[src/hdl/dmd_pkg.sv]
// Shared types, constants and helper functions of the dual motor drive controller.
package dmd_pkg;

  typedef enum logic [2:0] {
    CMD_TICK     = 3'd0,
    CMD_UPDATE   = 3'd1,
    CMD_JOYSTICK = 3'd2,
    CMD_SET_LEFT = 3'd3,
    CMD_SET_RIGHT = 3'd4,
    CMD_FIRE     = 3'd5,
    CMD_BEEP     = 3'd6
  } cmd_e;

  typedef enum logic [1:0] {
    CFG_FILTER_COEF  = 2'd0,
    CFG_LINK_TIMEOUT = 2'd1,
    CFG_WATCH_ENABLE = 2'd2,
    CFG_PWM_MAX      = 2'd3
  } cfg_reg_e;

  typedef struct packed {
    cmd_e              command;
    logic signed [7:0] speed_or_x;
    logic signed [7:0] joystick_y;
    logic [15:0]       duration_ms;
  } item_t;

  localparam int CH_LEFT   = 0;
  localparam int CH_RIGHT  = 1;
  localparam int CH_CANNON = 2;
  localparam int NUM_CH    = 3;

  localparam int LV_LF     = 0;
  localparam int LV_LR     = 1;
  localparam int LV_RF     = 2;
  localparam int LV_RR     = 3;
  localparam int LV_CAN    = 4;
  localparam int LV_BUZ    = 5;
  localparam int LV_BRIDGE = 6;
  localparam int NUM_LV    = 7;

  localparam logic signed [9:0] SPEED_MAX_W = 10'sd100;
  localparam logic signed [9:0] SPEED_MIN_W = -10'sd100;
  localparam logic signed [7:0] SPEED_FULL  = 8'sd100;
  localparam logic [7:0]        LEVEL_FULL  = 8'd100;

  function automatic logic [6:0] lvl_clamp(input logic [7:0] mag, input logic [6:0] pwm_max);
    logic [6:0] res;
    if (mag > {1'b0, pwm_max}) begin
      res = pwm_max;
    end else begin
      res = mag[6:0];
    end
    return res;
  endfunction

  function automatic logic signed [7:0] sat_speed(input logic signed [9:0] v);
    logic signed [7:0] res;
    if (v > SPEED_MAX_W) begin
      res = SPEED_FULL;
    end else if (v < SPEED_MIN_W) begin
      res = -SPEED_FULL;
    end else begin
      res = v[7:0];
    end
    return res;
  endfunction

endpackage

[src/hdl/dmd_in_reg.sv]
// Input register stage that holds one command until the core processes it.
module dmd_in_reg (
  input  logic           clk_i,
  input  logic           rst_ni,
  input  logic           valid_i,
  output logic           ready_o,
  input  dmd_pkg::item_t item_i,
  input  logic           advance_i,
  output logic           valid_o,
  output dmd_pkg::item_t item_o
);
  import dmd_pkg::*;

  logic  valid_q;
  logic  valid_d;
  item_t item_q;

  assign ready_o = !valid_q || advance_i;
  assign valid_d = (valid_i && ready_o) ? 1'b1 : (advance_i ? 1'b0 : valid_q);

  always_ff @(posedge clk_i or negedge rst_ni) begin
    if (!rst_ni) begin
      valid_q <= 1'b0;
    end else begin
      valid_q <= valid_d;
    end
  end

  always_ff @(posedge clk_i) begin
    if (valid_i && ready_o) begin
      item_q <= item_i;
    end
  end

  assign valid_o = valid_q;
  assign item_o  = item_q;

endmodule

[src/hdl/dmd_iir.sv]
// One low-pass filter channel with the split positive and negative PWM levels.
module dmd_iir #(
  parameter int FILTER_FRAC_BITS = 8
) (
  input  logic signed [7:0]                  target_i,
  input  logic signed [FILTER_FRAC_BITS+7:0] filt_i,
  input  logic [8:0]                         coef_i,
  input  logic [6:0]                         pwm_max_i,
  output logic signed [FILTER_FRAC_BITS+7:0] filt_o,
  output logic [6:0]                         pos_lvl_o,
  output logic [6:0]                         neg_lvl_o
);
  import dmd_pkg::*;

  localparam int F  = FILTER_FRAC_BITS;
  localparam int CW = (F + 1 > 9) ? F + 1 : 9;
  localparam int SW = F + CW + 10;
  localparam logic [CW-1:0] ONE_Q = CW'(1) << F;

  logic [CW-1:0]         coef_ext;
  logic [CW-1:0]         c;
  logic [CW-1:0]         om;
  logic signed [CW:0]    c_s;
  logic signed [CW:0]    om_s;
  logic signed [CW+8:0]  p_new;
  logic signed [F+CW+8:0] p_old;
  logic signed [SW-1:0]  sum;
  logic signed [SW-1:0]  sum_sh;
  logic signed [F+8:0]   fx;
  logic [F+8:0]          mag;
  logic [7:0]            ip_pos;
  logic [7:0]            ip_neg;

  assign coef_ext = CW'(coef_i);
  assign c        = (coef_ext > ONE_Q) ? ONE_Q : coef_ext;
  assign om       = ONE_Q - c;
  assign c_s      = $signed({1'b0, c});
  assign om_s     = $signed({1'b0, om});
  assign p_new    = target_i * c_s;
  assign p_old    = filt_i * om_s;
  assign sum      = (SW'(p_new) <<< F) + SW'(p_old);
  assign sum_sh   = sum >>> F;
  assign filt_o   = sum_sh[F+7:0];

  assign fx     = (F + 9)'(filt_o);
  assign mag    = -fx;
  assign ip_pos = filt_o[F+7] ? 8'd0 : filt_o[F+7:F];
  assign ip_neg = filt_o[F+7] ? mag[F+7:F] : 8'd0;

  assign pos_lvl_o = lvl_clamp(ip_pos, pwm_max_i);
  assign neg_lvl_o = lvl_clamp(ip_neg, pwm_max_i);

endmodule

[src/hdl/dual_motor_drive_controller.sv]
// Top level of the dual motor drive controller: command state, watchdog and output register.
// Each command transaction on the slave side yields exactly one result transaction with all
// seven held PWM levels and the link flag. A command is held in the input register, then takes
// the single pass of state update and filter logic into the held levels; one command is taken
// every cycle while the master side keeps tready high. The held levels themselves form the
// output register; a stall on the master side holds the pipeline.
// Configuration writes are always ready and must only occur while no command is in flight.
module dual_motor_drive_controller #(
  parameter int TIME_WIDTH       = 32,
  parameter int FILTER_FRAC_BITS = 8
) (
  input  logic        clk_i,
  input  logic        rst_ni,
  input  logic        s_axis_tvalid,
  output logic        s_axis_tready,
  // speed_or_x [7:0], joystick_y [15:8], duration_ms [31:16]
  input  logic [31:0] s_axis_tdata,
  // command [2:0]
  input  logic [2:0]  s_axis_tuser,
  output logic        m_axis_tvalid,
  input  logic        m_axis_tready,
  // left_forward [6:0], left_reverse [13:7], right_forward [20:14], right_reverse [27:21],
  // cannon_drive [34:28], buzzer_drive [41:35], bridge_enable [48:42], link_active [49]
  output logic [55:0] m_axis_tdata,
  input  logic        cfg_valid_i,
  output logic        cfg_ready_o,
  input  logic [1:0]  cfg_index_i,
  input  logic [15:0] cfg_data_i
);
  import dmd_pkg::*;

  localparam int FW = FILTER_FRAC_BITS + 8;

  item_t in_item;
  item_t item;
  logic  item_valid;
  logic  advance;
  logic  out_valid_q;
  logic  out_valid_d;

  logic [8:0]  coef_q;
  logic [15:0] timeout_q;
  logic        watch_en_q;
  logic [6:0]  pwm_max_q;

  logic [TIME_WIDTH-1:0] now_q, now_d;
  logic [TIME_WIDTH-1:0] last_q, last_d;
  logic [TIME_WIDTH-1:0] shot_q, shot_d;
  logic [TIME_WIDTH-1:0] beep_q, beep_d;
  logic [TIME_WIDTH-1:0] elapsed;
  logic [TIME_WIDTH-1:0] deadline;
  logic signed [7:0]     tgt_q [NUM_CH];
  logic signed [7:0]     tgt_d [NUM_CH];
  logic signed [7:0]     tgt_upd [NUM_CH];
  logic signed [FW-1:0]  filt_q [NUM_CH];
  logic signed [FW-1:0]  filt_d [NUM_CH];
  logic signed [FW-1:0]  filt_new [NUM_CH];
  logic [6:0]            pos_lvl [NUM_CH];
  logic [6:0]            neg_lvl [NUM_CH];
  logic [6:0]            lvl_q [NUM_LV];
  logic [6:0]            lvl_d [NUM_LV];
  logic                  link_q, link_d, link_upd;
  logic                  shot_exp, beep_exp;
  logic signed [9:0]     x_w, y_w, mix_a, mix_b;

  assign in_item = '{command:     cmd_e'(s_axis_tuser),
                     speed_or_x:  s_axis_tdata[7:0],
                     joystick_y:  s_axis_tdata[15:8],
                     duration_ms: s_axis_tdata[31:16]};

  dmd_in_reg u_in_reg (
    .clk_i     (clk_i),
    .rst_ni    (rst_ni),
    .valid_i   (s_axis_tvalid),
    .ready_o   (s_axis_tready),
    .item_i    (in_item),
    .advance_i (advance),
    .valid_o   (item_valid),
    .item_o    (item)
  );

  assign advance     = item_valid && (!out_valid_q || m_axis_tready);
  assign out_valid_d = advance ? 1'b1 : (m_axis_tready ? 1'b0 : out_valid_q);

  for (genvar ch = 0; ch < NUM_CH; ch++) begin : g_iir
    dmd_iir #(
      .FILTER_FRAC_BITS (FILTER_FRAC_BITS)
    ) u_iir (
      .target_i  (tgt_upd[ch]),
      .filt_i    (filt_q[ch]),
      .coef_i    (coef_q),
      .pwm_max_i (pwm_max_q),
      .filt_o    (filt_new[ch]),
      .pos_lvl_o (pos_lvl[ch]),
      .neg_lvl_o (neg_lvl[ch])
    );
  end

  assign elapsed  = now_q - last_q;
  assign link_upd = watch_en_q ? (elapsed <= TIME_WIDTH'(timeout_q)) : link_q;
  assign shot_exp = (shot_q != '0) && (now_q > shot_q);
  assign beep_exp = (beep_q != '0) && (now_q > beep_q);
  assign deadline = now_q + TIME_WIDTH'(item.duration_ms);

  always_comb begin
    for (int ch = 0; ch < NUM_CH; ch++) begin
      tgt_upd[ch] = (watch_en_q && !link_upd) ? 8'sd0 : tgt_q[ch];
    end
    if (shot_exp) begin
      tgt_upd[CH_CANNON] = 8'sd0;
    end
  end

  assign x_w   = 10'(item.speed_or_x);
  assign y_w   = 10'(item.joystick_y);
  assign mix_a = item.joystick_y[7] ? (y_w - x_w) : (y_w + x_w);
  assign mix_b = item.joystick_y[7] ? (y_w + x_w) : (y_w - x_w);

  always_comb begin
    now_d  = now_q;
    last_d = last_q;
    shot_d = shot_q;
    beep_d = beep_q;
    link_d = link_q;
    tgt_d  = tgt_q;
    filt_d = filt_q;
    lvl_d  = lvl_q;
    case (item.command)
      CMD_TICK: begin
        now_d = now_q + TIME_WIDTH'(1);
      end
      CMD_UPDATE: begin
        link_d = link_upd;
        tgt_d  = tgt_upd;
        filt_d = filt_new;
        if (shot_exp) begin
          shot_d = '0;
        end
        if (beep_exp) begin
          beep_d        = '0;
          lvl_d[LV_BUZ] = 7'd0;
        end
        lvl_d[LV_BRIDGE] = (tgt_upd[CH_LEFT] != 8'sd0 || tgt_upd[CH_RIGHT] != 8'sd0 ||
                            tgt_upd[CH_CANNON] != 8'sd0) ? lvl_clamp(LEVEL_FULL, pwm_max_q)
                                                         : 7'd0;
        if (tgt_upd[CH_LEFT] > 8'sd0) begin
          lvl_d[LV_LF] = pos_lvl[CH_LEFT];
          lvl_d[LV_LR] = 7'd0;
        end else begin
          lvl_d[LV_LF] = 7'd0;
          lvl_d[LV_LR] = neg_lvl[CH_LEFT];
        end
        if (tgt_upd[CH_RIGHT] > 8'sd0) begin
          lvl_d[LV_RF] = pos_lvl[CH_RIGHT];
          lvl_d[LV_RR] = 7'd0;
        end else begin
          lvl_d[LV_RF] = 7'd0;
          lvl_d[LV_RR] = neg_lvl[CH_RIGHT];
        end
        lvl_d[LV_CAN] = pos_lvl[CH_CANNON];
      end
      CMD_JOYSTICK: begin
        last_d            = now_q;
        tgt_d[CH_LEFT]    = sat_speed(mix_a);
        tgt_d[CH_RIGHT]   = sat_speed(mix_b);
      end
      CMD_SET_LEFT: begin
        tgt_d[CH_LEFT] = sat_speed(x_w);
      end
      CMD_SET_RIGHT: begin
        tgt_d[CH_RIGHT] = sat_speed(x_w);
      end
      CMD_FIRE: begin
        tgt_d[CH_CANNON] = SPEED_FULL;
        shot_d           = deadline;
      end
      CMD_BEEP: begin
        lvl_d[LV_BUZ] = lvl_clamp(LEVEL_FULL, pwm_max_q);
        beep_d        = deadline;
      end
      default: begin
      end
    endcase
  end

  always_ff @(posedge clk_i or negedge rst_ni) begin
    if (!rst_ni) begin
      now_q       <= '0;
      last_q      <= '0;
      shot_q      <= '0;
      beep_q      <= '0;
      link_q      <= 1'b0;
      out_valid_q <= 1'b0;
      for (int ch = 0; ch < NUM_CH; ch++) begin
        tgt_q[ch]  <= '0;
        filt_q[ch] <= '0;
      end
      for (int lv = 0; lv < NUM_LV; lv++) begin
        lvl_q[lv] <= '0;
      end
    end else begin
      out_valid_q <= out_valid_d;
      if (advance) begin
        now_q  <= now_d;
        last_q <= last_d;
        shot_q <= shot_d;
        beep_q <= beep_d;
        link_q <= link_d;
        tgt_q  <= tgt_d;
        filt_q <= filt_d;
        lvl_q  <= lvl_d;
      end
    end
  end

  assign cfg_ready_o = 1'b1;

  always_ff @(posedge clk_i or negedge rst_ni) begin
    if (!rst_ni) begin
      coef_q     <= 9'd64;
      timeout_q  <= 16'd500;
      watch_en_q <= 1'b0;
      pwm_max_q  <= 7'd100;
    end else if (cfg_valid_i) begin
      unique case (cfg_reg_e'(cfg_index_i))
        CFG_FILTER_COEF:  coef_q     <= cfg_data_i[8:0];
        CFG_LINK_TIMEOUT: timeout_q  <= cfg_data_i;
        CFG_WATCH_ENABLE: watch_en_q <= cfg_data_i[0];
        CFG_PWM_MAX:      pwm_max_q  <= cfg_data_i[6:0];
        default: begin
        end
      endcase
    end
  end

  assign m_axis_tvalid = out_valid_q;
  assign m_axis_tdata  = {6'd0, link_q, lvl_q[LV_BRIDGE], lvl_q[LV_BUZ], lvl_q[LV_CAN],
                          lvl_q[LV_RR], lvl_q[LV_RF], lvl_q[LV_LR], lvl_q[LV_LF]};

`ifndef SYNTH
  a_advance_gives_result: assert property (@(posedge clk_i) disable iff (!rst_ni)
    advance |=> m_axis_tvalid)
    else $error("processed command did not produce a result");

  a_left_one_direction: assert property (@(posedge clk_i) disable iff (!rst_ni)
    !(lvl_q[LV_LF] != 7'd0 && lvl_q[LV_LR] != 7'd0))
    else $error("left track driven forward and reverse at once");

  a_cannon_target: assert property (@(posedge clk_i) disable iff (!rst_ni)
    tgt_q[CH_CANNON] == 8'sd0 || tgt_q[CH_CANNON] == SPEED_FULL)
    else $error("cannon target left its two legal values");
`endif

endmodule

[config.mk]
export PLATFORM = sky130hd
export DESIGN_NAME = dual_motor_drive_controller
export DESIGN_NICKNAME = d
export VERILOG_FILES = /design/src/hdl/dmd_pkg.sv /design/src/hdl/dmd_in_reg.sv /design/src/hdl/dmd_iir.sv /design/src/hdl/dual_motor_drive_controller.sv
export SDC_FILE = /design/constraint.sdc
export NUM_CORES = 2
export LEC_CHECK = 0
export ABC_AREA = 1
export BUFFER_PORTS_ARGS = -buffer_cell sky130_fd_sc_hd__buf_2
export CAP_MARGIN = 10
export CELL_PAD_IN_SITES_DETAIL_PLACEMENT = 0
export CELL_PAD_IN_SITES_GLOBAL_PLACEMENT = 1
export CORE_MARGIN = 4
export CORE_UTILIZATION = 45
export DETAILED_ROUTE_END_ITERATION = 8
export PLACE_DENSITY = 0.78
export SLEW_MARGIN = 40
export SYNTH_ARGS = -nofsm -noshare
export SYNTH_HDL_FRONTEND = slang
export SYNTH_SLANG_ARGS = --single-unit
[constraint.sdc]
create_clock -name clk_i -period 10.1 [get_ports clk_i]
set_input_delay 1.01 -clock clk_i [delete_from_list [all_inputs] [get_ports clk_i]]
set_output_delay 1.01 -clock clk_i [all_outputs]
set_load 0.02 [all_outputs]
* Word level (Yosys, flattened, before mapping)
Index checks and enable logic that the tools add are counted.
** Word-level totals
- Flip-flop bits (word level) :: 320
- Bits of input ports :: 58
- Output and inout bits :: 59
- Logic and storage cells :: 152
** Cells by class
- $add $sub $neg :: 11
- Multiply operators :: 6
- $lt $le $gt $ge :: 18
- Equal/unequal tests :: 11
- Muxes and demuxes :: 41
- Reduce and logical (&&, ||, !) cells :: 37
** Operators with widths (number)
- case mux 32 bit (2 select lines) :: 2
- 2-to-1 mux 8 bit :: 12
- 2-to-1 mux 7 bit :: 11
- adder 24 bit :: 3
- multiplier 16 x 10 -> 24 bit :: 3
- greater-than comparator 32 bit :: 2
- 2-to-1 mux 32 bit :: 2
- nonzero test 32 bit :: 2
- multiplier 8 x 10 -> 16 bit :: 3
- case mux 8 bit (3 select lines) :: 2
- greater-than comparator 8 x 7 -> 1 bit :: 5
- adder 32 x 1 -> 32 bit (second input constant) :: 1
- adder 32 x 16 -> 32 bit :: 1
- <= comparator 32 x 16 -> 1 bit :: 1
- negator 16 bit :: 2
- subtractor 32 bit :: 1
- 2-to-1 mux 14 bit :: 2
- nonzero test 8 bit :: 3
- greater-than comparator 10 x 8 -> 1 bit (second input constant) :: 2
- less-than comparator 10 x 8 -> 1 bit (second input constant) :: 2
- 2-to-1 mux 10 bit :: 2
- AND reduction 2 bit :: 10
- greater-than comparator 8 x 1 -> 1 bit (second input constant) :: 2
- case mux 8 bit (2 select lines) :: 1
- other kinds (24) :: 47

* Depth between registers and ports, before layout
- Depth after elaboration :: 13
- Depth in mapped cells :: 76
- Mapped depth without buffers :: 75

* By module
Synthesis repeated with hierarchy kept, for this count alone.
** Second synthesis, totals
- Cell total of the unflattened synthesis :: 6393
- Area, all modules :: 46866.2 um2
** Modules (own cells, without submodules)
- dual_motor_drive_controller :: times used 1, cells an instance 2518, area each 18466.5 um2, seq. area each 7119.3 um2
- dmd_iir at g_iir[2].u_iir :: times used 1, cells an instance 1325, area each 9301.4 um2, seq. area each 0.0 um2
- dmd_iir at g_iir[1].u_iir :: times used 1, cells an instance 1255, area each 9072.5 um2, seq. area each 0.0 um2
- dmd_iir at g_iir[0].u_iir :: times used 1, cells an instance 1254, area each 8929.8 um2, seq. area each 0.0 um2
- dmd_in_reg :: times used 1, cells an instance 41, area each 1096.1 um2, seq. area each 1076.0 um2

* Worst setup path before layout
No wires, ideal clock.
- Path type :: reg-to-reg
- From :: reg now_q[0]
- To :: reg lvl_q (netlist bit m_axis_tdata[21])
- Library setup time :: 0.118 ns
- Arrival :: 11.079 ns
- Path slack :: -1.096 ns
- Stages on the path, launching flop included :: 72
- Buffers on the path :: 1
- Cells stage by stage :: dfrtp_1 > inv_1 > ha_1 > fa_1 > inv_1 > nand2_1 > nand3_2 > nand3_1 > nand2_1 > xor2_1 > ha_1 > nand2_1 > inv_1 > nand3_1 > a21oi_1 > nor2_1 > a21oi_1 > nor2_1 > [36 not listed] > nand2_1 > nand2_2 > nand2_2 > nand2_4 > nand3_1 > inv_1 > ha_1 > inv_1 > o21bai_1 > a21oi_1 > nor2_1 > o21a_1 > o21a_1 > o21a_1 > o22ai_1 > nand3_1 > nand3_1 > nand2_1
** On the way
- Word-level cells in the longest chain between the ends :: 13
- Elaborated cells on any way between the ends :: 14
- Those cells by class :: add/sub (3); mul (1); order compare (3); mux (5); reduce/logical (2)
** Ends and longest elaborated chain
- start, declared :: line dual_motor_drive_controller.sv:46 : logic [TIME_WIDTH-1:0] now_q, now_d;
- start signal, assigned :: line dual_motor_drive_controller.sv:204 : now_q <= now_d;
- subtractor 32 bit (*) :: line dual_motor_drive_controller.sv:99 : assign elapsed = now_q - last_q;
- <= comparator 32 x 16 -> 1 bit (*) :: line dual_motor_drive_controller.sv:100 : assign link_upd = watch_en_q ? (elapsed <= TIME_WIDTH'(timeout_q)) : link_q;
- 2-to-1 mux 1 bit (*) :: line dual_motor_drive_controller.sv:100
- logical NOT 1 bit (*) :: line dual_motor_drive_controller.sv:107 : tgt_upd[ch] = (watch_en_q && !link_upd) ? 8'sd0 : tgt_q[ch];
- logical AND 1 bit (*) :: line dual_motor_drive_controller.sv:107
- 2-to-1 mux 8 bit (*) :: line dual_motor_drive_controller.sv:107
- multiplier 8 x 10 -> 16 bit :: line dmd_iir.sv:39 : assign p_new = target_i * c_s;
- adder 24 bit :: line dmd_iir.sv:41 : assign sum = (SW'(p_new) <<< F) + SW'(p_old);
- negator 16 bit :: line dmd_iir.sv:46 : assign mag = -fx;
- 2-to-1 mux 8 bit :: line dmd_iir.sv:48 : assign ip_neg = filt_o[F+7] ? mag[F+7:F] : 8'd0;
- greater-than comparator 8 x 7 -> 1 bit :: line dmd_pkg.sv:49 : if (mag > {1'b0, pwm_max}) begin
- 2-to-1 mux 7 bit :: line dmd_pkg.sv:49
- 2-to-1 mux 14 bit (*) :: line dual_motor_drive_controller.sv:153 : if (tgt_upd[CH_RIGHT] > 8'sd0) begin
- end signal, assigned :: line dual_motor_drive_controller.sv:211 : lvl_q <= lvl_d;
- end, declared :: line dual_motor_drive_controller.sv:60 : logic [6:0] lvl_q [NUM_LV];
Every way passes the cells marked *; elsewhere a longest branch is shown, timed or not.
A chain may end at the register's enable or synchronous reset.

* Worst setup path in the final report
- From :: reg last_q[0]
- To :: reg lvl_q (netlist bit m_axis_tdata[22])
** On the way
- Word-level cells in the longest chain between the ends :: 13
- Elaborated cells on any way between the ends :: 14
- Those cells by class :: add/sub (3); mul (1); order compare (3); mux (5); reduce/logical (2)
** Ends and longest elaborated chain
- start, declared :: line dual_motor_drive_controller.sv:47 : logic [TIME_WIDTH-1:0] last_q, last_d;
- start signal, assigned :: line dual_motor_drive_controller.sv:205 : last_q <= last_d;
- subtractor 32 bit (*) :: line dual_motor_drive_controller.sv:99
- <= comparator 32 x 16 -> 1 bit (*) :: line dual_motor_drive_controller.sv:100
- 2-to-1 mux 1 bit (*) :: line dual_motor_drive_controller.sv:100
- logical NOT 1 bit (*) :: line dual_motor_drive_controller.sv:107
- logical AND 1 bit (*) :: line dual_motor_drive_controller.sv:107
- 2-to-1 mux 8 bit (*) :: line dual_motor_drive_controller.sv:107
- multiplier 8 x 10 -> 16 bit :: line dmd_iir.sv:39
- adder 24 bit :: line dmd_iir.sv:41
- negator 16 bit :: line dmd_iir.sv:46
- 2-to-1 mux 8 bit :: line dmd_iir.sv:48
- greater-than comparator 8 x 7 -> 1 bit :: line dmd_pkg.sv:49
- 2-to-1 mux 7 bit :: line dmd_pkg.sv:49
- 2-to-1 mux 14 bit (*) :: line dual_motor_drive_controller.sv:153
Marks and branches as above.

==> flow_summary.json <==
{
  "htree_levels": 2,
  "root_buffer": "clkbuf_16",
  "drc": 0,
  "cpPeakStageDelay_ns": 0.55,
  "finalSetupViolations": 35,
  "period_needed_ns": 11.19,
  "cts-buffers-inserted": 42,
  "yosysTopAreaCellShare_pct": 24.0,
  "tightest_slew_ns": 0.931,
  "synth_area_mm2": 0.0434,
  "nNetsFinal": 7308,
  "synthTopCellsByCount": "inv_1 (1207), nand2_1 (1152), nor2_1 (604), fa_1 (520), ha_1 (457)",
  "antenna_found_initial": 2,
  "clkTransAtPathRegs_ns": 0.06,
  "syn_inst": 5578,
  "layout-drive-gt1-share_pct": 21.7,
  "fin_skew_ns": 0.0698,
  "synth_top_cell_by_area": "fa_1",
  "fillCellCount": 8990,
  "grt_setup_unrepaired": "yes",
  "cpMostUsedCell": "buf_4",
  "max_freq_mhz": 89.3,
  "synth_edf_count": 35,
  "row_count": 113,
  "worst_setup_path_start_kind": "flip-flop",
  "worst_setup_path_end_kind": "flip-flop",
  "yosysMostFrequentCell": "inv_1",
  "areaGrowthSynthToFinish_pct": 24.2,
  "grt_pass1_vias": 38900,
  "synth_seq_cells": 320,
  "maxCapViolations": 0,
  "avgRoutedWirePerCell_um": 17.7,
  "cts.sinks": 320,
  "cp_top_family": "adder cells",
  "overflow": 0,
  "cts_tree": "done",
  "final_antenna_net_count": 0,
  "die_x_um": 319,
  "grt_pass1_wl_um": 214000,
  "slew_viol_final": 0,
  "drt_iter0_drc": 2570,
  "synth.top_cells.by_area": "fa_1 (24%), dfrtp_1 (16%), ha_1 (13%)",
  "die_area_mm2": 0.102,
  "vias": 38200,
  "cts.path.max_buffers": 3,
  "grt_use_total_pct": 26.5,
  "num_antenna_cells": 0,
  "ys_async_sr_fraction_pct": 89.1,
  "yosysWarnings": 0,
  "synth_area_per_cell_um2": 7.79,
  "timing.final.ws_setup_ns": -1.09,
  "clk_latency_ns": 0.63,
  "critPathKind": "flip-flop to flip-flop",
  "via_per_inst": 5.05,
  "post-route-period-util_pct": 111,
  "crit_buf_inv": 29,
  "totalWireLength_um": 134000,
  "grt_max_degree": 98,
  "port_buffers": 109,
  "outcome": "complete, but fails checks",
  "dr.pass1.iters": 6,
  "ios": 117,
  "gp_congestion": 0.930,
  "synth.distinct_cells": 73,
  "ys_seq_area_share_pct": 18.9,
  "hpwl_um": 108000,
  "cp.required_ns": 10.64,
  "cp.arrival_ns": 11.74,
  "hold_class": "input port to async pin",
  "crit_slowest_cell": "fa_1",
  "cp_max_fo": 8,
  "synthFlopType": "dfrtp_1",
  "setup-tns-final_ns": -33.79,
  "cts_hold_buf": 0,
  "core_region_area_mm2": 0.0954,
  "violations": "setup timing",
  "initial_utilization_pct": 45.5,
  "hold_violations": 0,
  "die_h_um": 319,
  "slew_headroom_pct": 37.8
}
==> final timing paths <==
| path | from | endpoint | slack, ns | depth (start not counted) |
|---|---|---|---|---|
| setup / recovery | last_q[0]$_DFFE_PN0P_ | m_axis_tdata[22]$_DFFE_PN0P_ | -1.09 | 69 |
| min in group clk_i | m_axis_tdata[25]$_DFFE_PN0P_ | m_axis_tdata[25]$_DFFE_PN0P_ | 0.48 | 2 |
| hold reg to reg | m_axis_tdata[25]$_DFFE_PN0P_ | m_axis_tdata[25]$_DFFE_PN0P_ | 0.48 | 2 |
| max in group asynchronous | rst_ni | m_axis_tdata[3]$_DFFE_PN0P_ | 7.94 | 4 |
| hold / removal | rst_ni | last_q[12]$_DFFE_PN0P_ | 0.24 | 1 |
| setup reg to reg | last_q[0]$_DFFE_PN0P_ | m_axis_tdata[22]$_DFFE_PN0P_ | -1.09 | 69 |
==> cells in the final DEF (no fill, tap or decap), drive strengths merged, types with 65 or more instances in the layout <==
cell,n
dfrtp,275
buf,768
a21oi,217
nand3,216
o22ai,65
ha,457
xnor2,66
o21ai,232
nand2,1187
xor2,99
inv,1212
nor2,613
fa,520
==> cell families (layout without fill, tap and decap cells) <==
kind of cell	after synthesis	count (layout)	synth area share, %
other cells	2	7	0.0173
compound gates	603	603	7.78
simple gates	2171	2171	21.0
flops	320	320	18.9
fa+ha+maj	977	977	37.1
buf+inv	1339	2060	11.8
xor+xnor	166	166	3.41
==> state kept, by name, indices dropped and copies added (netlist names) <==
name / count
beep_q: 32
coef_q: 9
filt_q: 48
last_q: 32
link_q: 1
m_axis_tdata: 49
m_axis_tvalid: 1
now_q: 32
pwm_max_q: 7
shot_q: 32
tgt_q: 24
timeout_q: 16
u_in_reg.item_o: 35
u_in_reg.valid_o: 1
watch_en_q: 1
==> per-stage QoR <==
step | cell area [um2] | util [%] | hold slack [ns] | instances | setup slack [ns]
finish | 53900 | 56.5 | 0.237 | 7569 | -1.09
floorplan | 44000 | - | 0.453 | 5583 | -0.434
detailed placement | 49900 | 52.3 | 0.461 | 7403 | -1.30
global route | 53900 | 56.5 | 0.235 | 7569 | -1.65
CTS | 53100 | 55.6 | 0.435 | 7547 | -0.937
global placement | 49900 | 52.2 | 0.461 | 7403 | -1.25
==> worst register-to-register path, delay by kind of cell, from the launching register on <==
| kind | cells | cell delay (ns) |
|---|---|---|
| adder cells (fa/ha/maj) | 13 | 4.59 |
| buffers and inverters | 29 | 3.17 |
| AND/OR/NAND/NOR | 17 | 1.51 |
| AO/OA/AOI/OAI | 6 | 0.75 |
| XOR/XNOR | 4 | 0.70 |
| flip-flops | 1 | 0.40 |
==> what timing repair did <==
action	in CTS	in global routing
buffers inserted	66	24
gates cloned	3	0
pin swaps	159	95
resized for setup	262	186
setup endpoints to repair	39	49
==> layout make-up <==
type,instances,area [um2],area share [%]
clock buffer,53,1130,2.10
sequential,320,8200,15.2
clock inverter,22,345,0.640
multi-input combinational,3924,32300,59.9
timing repair buffer,768,5770,10.7
inverter,1217,4610,8.54
tap,1265,1580,2.93
==> metal layers <==
layer | up-vias | GRT usage, % | share of wire, %
met3 | 205 | 3.16 | 5.0
met2 | 860 | 44.8 | 47
met4 | 4 | 8.15 | 3.6
li1 | 18600 | - | -
met5 | - | 0 | 0.011
met1 | 18500 | 35.7 | 44
Power is not shown: default switching activity piles up to over one toggle a cycle in this logic, so the estimate is an artifact.
